===== src/hw/rtl/lpht_pkg.sv =====
package lpht_pkg;

	localparam int TABLE_DEPTH = 256;
	localparam int SLOT_W      = $clog2(TABLE_DEPTH);
	localparam int CAP_W       = $clog2(TABLE_DEPTH + 1);
	localparam int REM_W       = SLOT_W + 1;
	localparam int CFG_W       = 9;
	localparam int KEY_W       = 32;
	localparam int VAL_W       = 16;
	localparam int MODE_W      = 2;
	localparam int STAT_W      = 2;

	// remainder unit: key bits retired per cycle
	localparam int DIV_BITS    = 4;
	localparam int DIV_CYCLES  = KEY_W / DIV_BITS;
	localparam int DIV_CNT_W   = $clog2(DIV_CYCLES);

	localparam logic [KEY_W-1:0] EMPTY_KEY = {KEY_W{1'b1}};

	typedef enum logic [MODE_W-1:0] {
		MODE_INSERT = 2'd0,
		MODE_LOOKUP = 2'd1,
		MODE_CLEAR  = 2'd2,
		MODE_NOP    = 2'd3
	} mode_t;

	typedef enum logic [STAT_W-1:0] {
		ST_OK       = 2'd0,
		ST_MISS     = 2'd1,
		ST_FULL     = 2'd2,
		ST_RESERVED = 2'd3
	} status_t;

	typedef struct packed {
		logic             start;
		logic [KEY_W-1:0] dividend;
		logic [CAP_W-1:0] divisor;
	} div_req_t;

	typedef struct packed {
		logic              done;
		logic [SLOT_W-1:0] rem;
	} div_rsp_t;

endpackage


===== src/hw/rtl/lpht_mod.sv =====
module lpht_mod
	import lpht_pkg::*;
(
	input  logic     clk,
	input  logic     arst_n,
	input  div_req_t req,
	output div_rsp_t rsp
);

	// restoring remainder, DIV_BITS dividend bits per cycle, MSB first
	logic                 busy_q;
	logic                 done_q;
	logic [DIV_CNT_W-1:0] cnt_q;
	logic [KEY_W-1:0]     dvd_q;
	logic [SLOT_W-1:0]    rem_q;
	logic [CAP_W-1:0]     dsr_q;
	logic [SLOT_W-1:0]    rem_nxt;

	always_comb begin
		logic [REM_W-1:0] t;
		logic [REM_W-1:0] d;
		logic [SLOT_W-1:0] r;
		d = REM_W'(dsr_q);
		r = rem_q;
		for (int i = 0; i < DIV_BITS; i++) begin
			t = {r, dvd_q[KEY_W-1-i]};
			if (t >= d) begin
				t = t - d;
			end
			r = t[SLOT_W-1:0];
		end
		rem_nxt = r;
	end

	always_ff @(posedge clk or negedge arst_n) begin
		if (!arst_n) begin
			busy_q <= 1'b0;
			done_q <= 1'b0;
			cnt_q  <= '0;
		end else begin
			done_q <= 1'b0;
			if (req.start) begin
				busy_q <= 1'b1;
				cnt_q  <= '0;
			end else if (busy_q) begin
				cnt_q <= cnt_q + 1'b1;
				if (cnt_q == DIV_CNT_W'(DIV_CYCLES - 1)) begin
					busy_q <= 1'b0;
					done_q <= 1'b1;
				end
			end
		end
	end

	always_ff @(posedge clk) begin
		if (req.start) begin
			dvd_q <= req.dividend;
			dsr_q <= req.divisor;
			rem_q <= '0;
		end else if (busy_q) begin
			dvd_q <= dvd_q << DIV_BITS;
			rem_q <= rem_nxt;
		end
	end

	assign rsp.done = done_q;
	assign rsp.rem  = rem_q;

endmodule


===== config.mk =====
export PLATFORM = sky130hd
export DESIGN_NAME = lpht_mod
export DESIGN_NICKNAME = d
export VERILOG_FILES = /design/src/hw/rtl/lpht_pkg.sv /design/src/hw/rtl/lpht_mod.sv
export SDC_FILE = /design/constraint.sdc
export NUM_CORES = 1
export LEC_CHECK = 0
export ABC_AREA = 1
export BUFFER_PORTS_ARGS = -buffer_cell sky130_fd_sc_hd__buf_2
export CAP_MARGIN = 40
export CORE_ASPECT_RATIO = 1.4
export CORE_MARGIN = 1
export CORE_UTILIZATION = 53
export DETAILED_ROUTE_END_ITERATION = 8
export GPL_ROUTABILITY_DRIVEN = 0
export PLACE_DENSITY_LB_ADDON = 0.1
export SLEW_MARGIN = 20
export SYNTH_ARGS = -nofsm -noshare
export SYNTH_HDL_FRONTEND = slang
export SYNTH_SLANG_ARGS = --single-unit

===== constraint.sdc =====
create_clock -name clk -period 5.1 [get_ports clk]
set_input_delay 0.255 -clock clk [delete_from_list [all_inputs] [get_ports clk]]
set_output_delay 0.255 -clock clk [all_outputs]
set_load 0.02 [all_outputs]

==> results.md <==
* Max-cap violations at 0
* CP Launch Type: flip-flop
* Final setup violating endpoints at 8
* Post-synth EDFFs at 41
* Pre-antenna DRT Iters at 5
* Slowest stage delay, CP at 420 ps
* Most frequent cell after synthesis: nand2_1
* Crit path capture: rem_q[5]$_SDFFE_PP0P_
* Initial antenna violation count at 0
* Port bufs at 52
* Commonest cells post-synth: nand2_1 (215), inv_1 (63), edfxtp_1 (41)
* Root Driver: clkbuf_8
* HP Class: primary input to flip-flop
* # fillers at 433
* Critical Path AT at 5970 ps
* Max-slew violation count at 0
* CP Max Fanout at 8
* Period utilization at 1.13
* Final worst setup slack at -648 ps
* Syn_nets at 625
* CTS tree: built
* Synthesized instance count at 539
* Top Family by Delay on Critical Path: simple AND/OR/NAND/NOR gates
* Total track usage at 0.316
* Relative slew slack at 0.458
* Rows at 37
* Critical Path Stages at 42
* Total CTS buffers at 5
* Max frequency at 174 MHz
* Synth area leaders: edfxtp_1 (30%), nand2_1 (20%), ha_1 (12%)
* R2r setup slk at -650 ps
* Via/cell ratio at 5.44
* FF-to-FF path depth at 42
* FF+latch area at 1520 um^2
* Nets at 796
* Cell taking the most area after synthesis: edfxtp_1
* Hold Vio Cnt, Final at 0
* Least-Margin Pin Slew at 813 ps
* H-tree depth at 2
* GRT overflow at 0
* Netlist cell types at 38
* Register area share after synthesis at 0.370
* Clk_skew at 9.26 ps
* Post-route DRC at 0
* Yosys top cell area share at 0.300
* Met2 wire len at 6.98 mm
* Yosys warning count at 0
* Status: complete, but fails checks
* Buf/Inv on CP at 10
* Critical path class: flip-flop to flip-flop
* Area growth from synthesis to layout at 50.1%
* Vias in the first global route at 4463
* Die H at 106 um
* Top_reg_cell synth: edfxtp_1
* DRT Wirelength at 13.4 mm
* WL per Instance at 16.6 um
* Largest net degree at the start of global routing at 47
* Final min period at 5750 ps
* FF+latch count, synth at 54
* Syn avg cell area at 7.61 um^2
* Area of the multi-input gates at 2930 um^2
* Failing checks: negative setup slack
* CP endpoint kind: flip-flop
* DPL Wire Length at 8.97 mm
* Ant. Diodes at 0
* Max Root-Sink Buffers at 2
* Share of cells above drive strength 1 at 0.433
* Initial Util at 0.554
* Die Wd at 76.4 um
* Worst reg2reg path endpoint: rem_q[5]$_SDFFE_PP0P_
* DRT iter0 DRCs at 314
* IO Count at 53
* M1 WL at 4.89 mm
* RSZ-0062 raised after global routing: true
* Slowest cell on crit path: edfxtp_1
* Wire length of the first global-routing pass at 19.8 mm
* Antenna Nets Post-Route at 0
* Die area at 8100 um^2
* Placeable Area at 7410 um^2
* FF-to-FF Start: dvd_q[31]$_DFFE_PP_
* Worst Setup SP: dvd_q[31]$_DFFE_PP_
* Register clock-pin slew on the reported worst setup and hold paths at 100 ps
* Clock sink count at 54
* Most used cell, CP: nand2_1
* DR WL met3 at 534 um
* Via count at 4394
* Post-Syn Area at 4100 um^2
* DR top layer: met4
* Pre-CTS setup slack at -689 ps
* Worst skew pair latency at 320 ps
* Worst Path Required at 5320 ps
* Post-synth ARST share at 0.0926
==> layer usage <==
| layer | global-route usage | up-vias |
|---|---|---|
| li1 | - | 2071 |
| met1 | 0.318 | 2066 |
| met2 | 0.585 | 184 |
| met3 | 0.0395 | 73 |
| met4 | 0.246 | 0 |
| met5 | 0 | - |
==> what timing repair did <==
item,in CTS,in global routing
endpoints found under the hold margin,5,0
pin swaps,54,40
endpoints found under the setup margin,8,8
resized for setup,71,44
gates cloned,1,0
buffers inserted,17,5
hold buffers,1,0
==> flip-flops by register name, summed over array words and instances (netlist names) <==
signal	cells
busy_q	1
cnt_q	3
done_q	1
dsr_q	9
dvd_q	32
rem_q	8
==> cell families (layout without fill, tap and decap cells) <==
| kind of cell | count (synthesis) | in the layout | synth area share |
|---|---|---|---|
| AO/OA/AOI/OAI | 47 | 47 | 0.0674 |
| AND/OR/NAND/NOR | 298 | 298 | 0.306 |
| XOR/XNOR | 22 | 22 | 0.0470 |
| adder cells (fa/ha/maj) | 42 | 42 | 0.135 |
| flip-flops | 54 | 54 | 0.370 |
| buffers and inverters | 76 | 248 | 0.0744 |
==> worst min path at each step <==
stage	end	from	depth (start not counted)	slack, ps
after floorplan	busy_q$_DFF_PN0_	arst_n	0	-40
after global placement	done_q$_DFF_PN0_	arst_n	1	70
after detailed placement	busy_q$_DFF_PN0_	arst_n	1	70
after CTS	dsr_q[7]$_DFFE_PP_	req[7]	1	100
after global routing	dsr_q[3]$_DFFE_PP_	req[3]	1	90
final	dsr_q[6]$_DFFE_PP_	req[6]	1	100
==> stage by stage <==
step / TNS (ps) / utilization / hold WS, ps / instances / area, um^2
after CTS: -2710 / 0.797 / 97.0 / 803 / 5900
after detailed placement: -3840 / 0.719 / 74.7 / 776 / 5320
after global placement: -2710 / 0.719 / 69.2 / 776 / 5320
after global routing: -7340 / 0.832 / 94.7 / 808 / 6160
final: -4850 / 0.832 / 103 / 808 / 6160
after floorplan: -39.2 / - / -40.6 / 539 / 4250
==> layout make-up <==
| type | count | share of cell area |
|---|---|---|
| clock buffers | 7 | 0.0158 |
| clock inverters | 1 | 0.00142 |
| inverters | 65 | 0.0408 |
| multi-input cells | 409 | 0.475 |
| flip-flops and latches | 54 | 0.246 |
| well taps | 97 | 0.0197 |
| repair buffers | 175 | 0.201 |
==> layout by cell type (no fill, tap or decap), drive strengths merged, types with 7 or more instances in the layout <==
master	instances
nand2	217
buf	174
inv	65
edfxtp	41
ha	38
nand3	38
nor2	26
a21oi	25
xnor2	15
o21ai	12
dfxtp	8
xor2	7
clkbuf	7
Power is left out: the tool's default activity adds up to more than one toggle a clock period on the data nets, which glitch-free logic cannot reach.
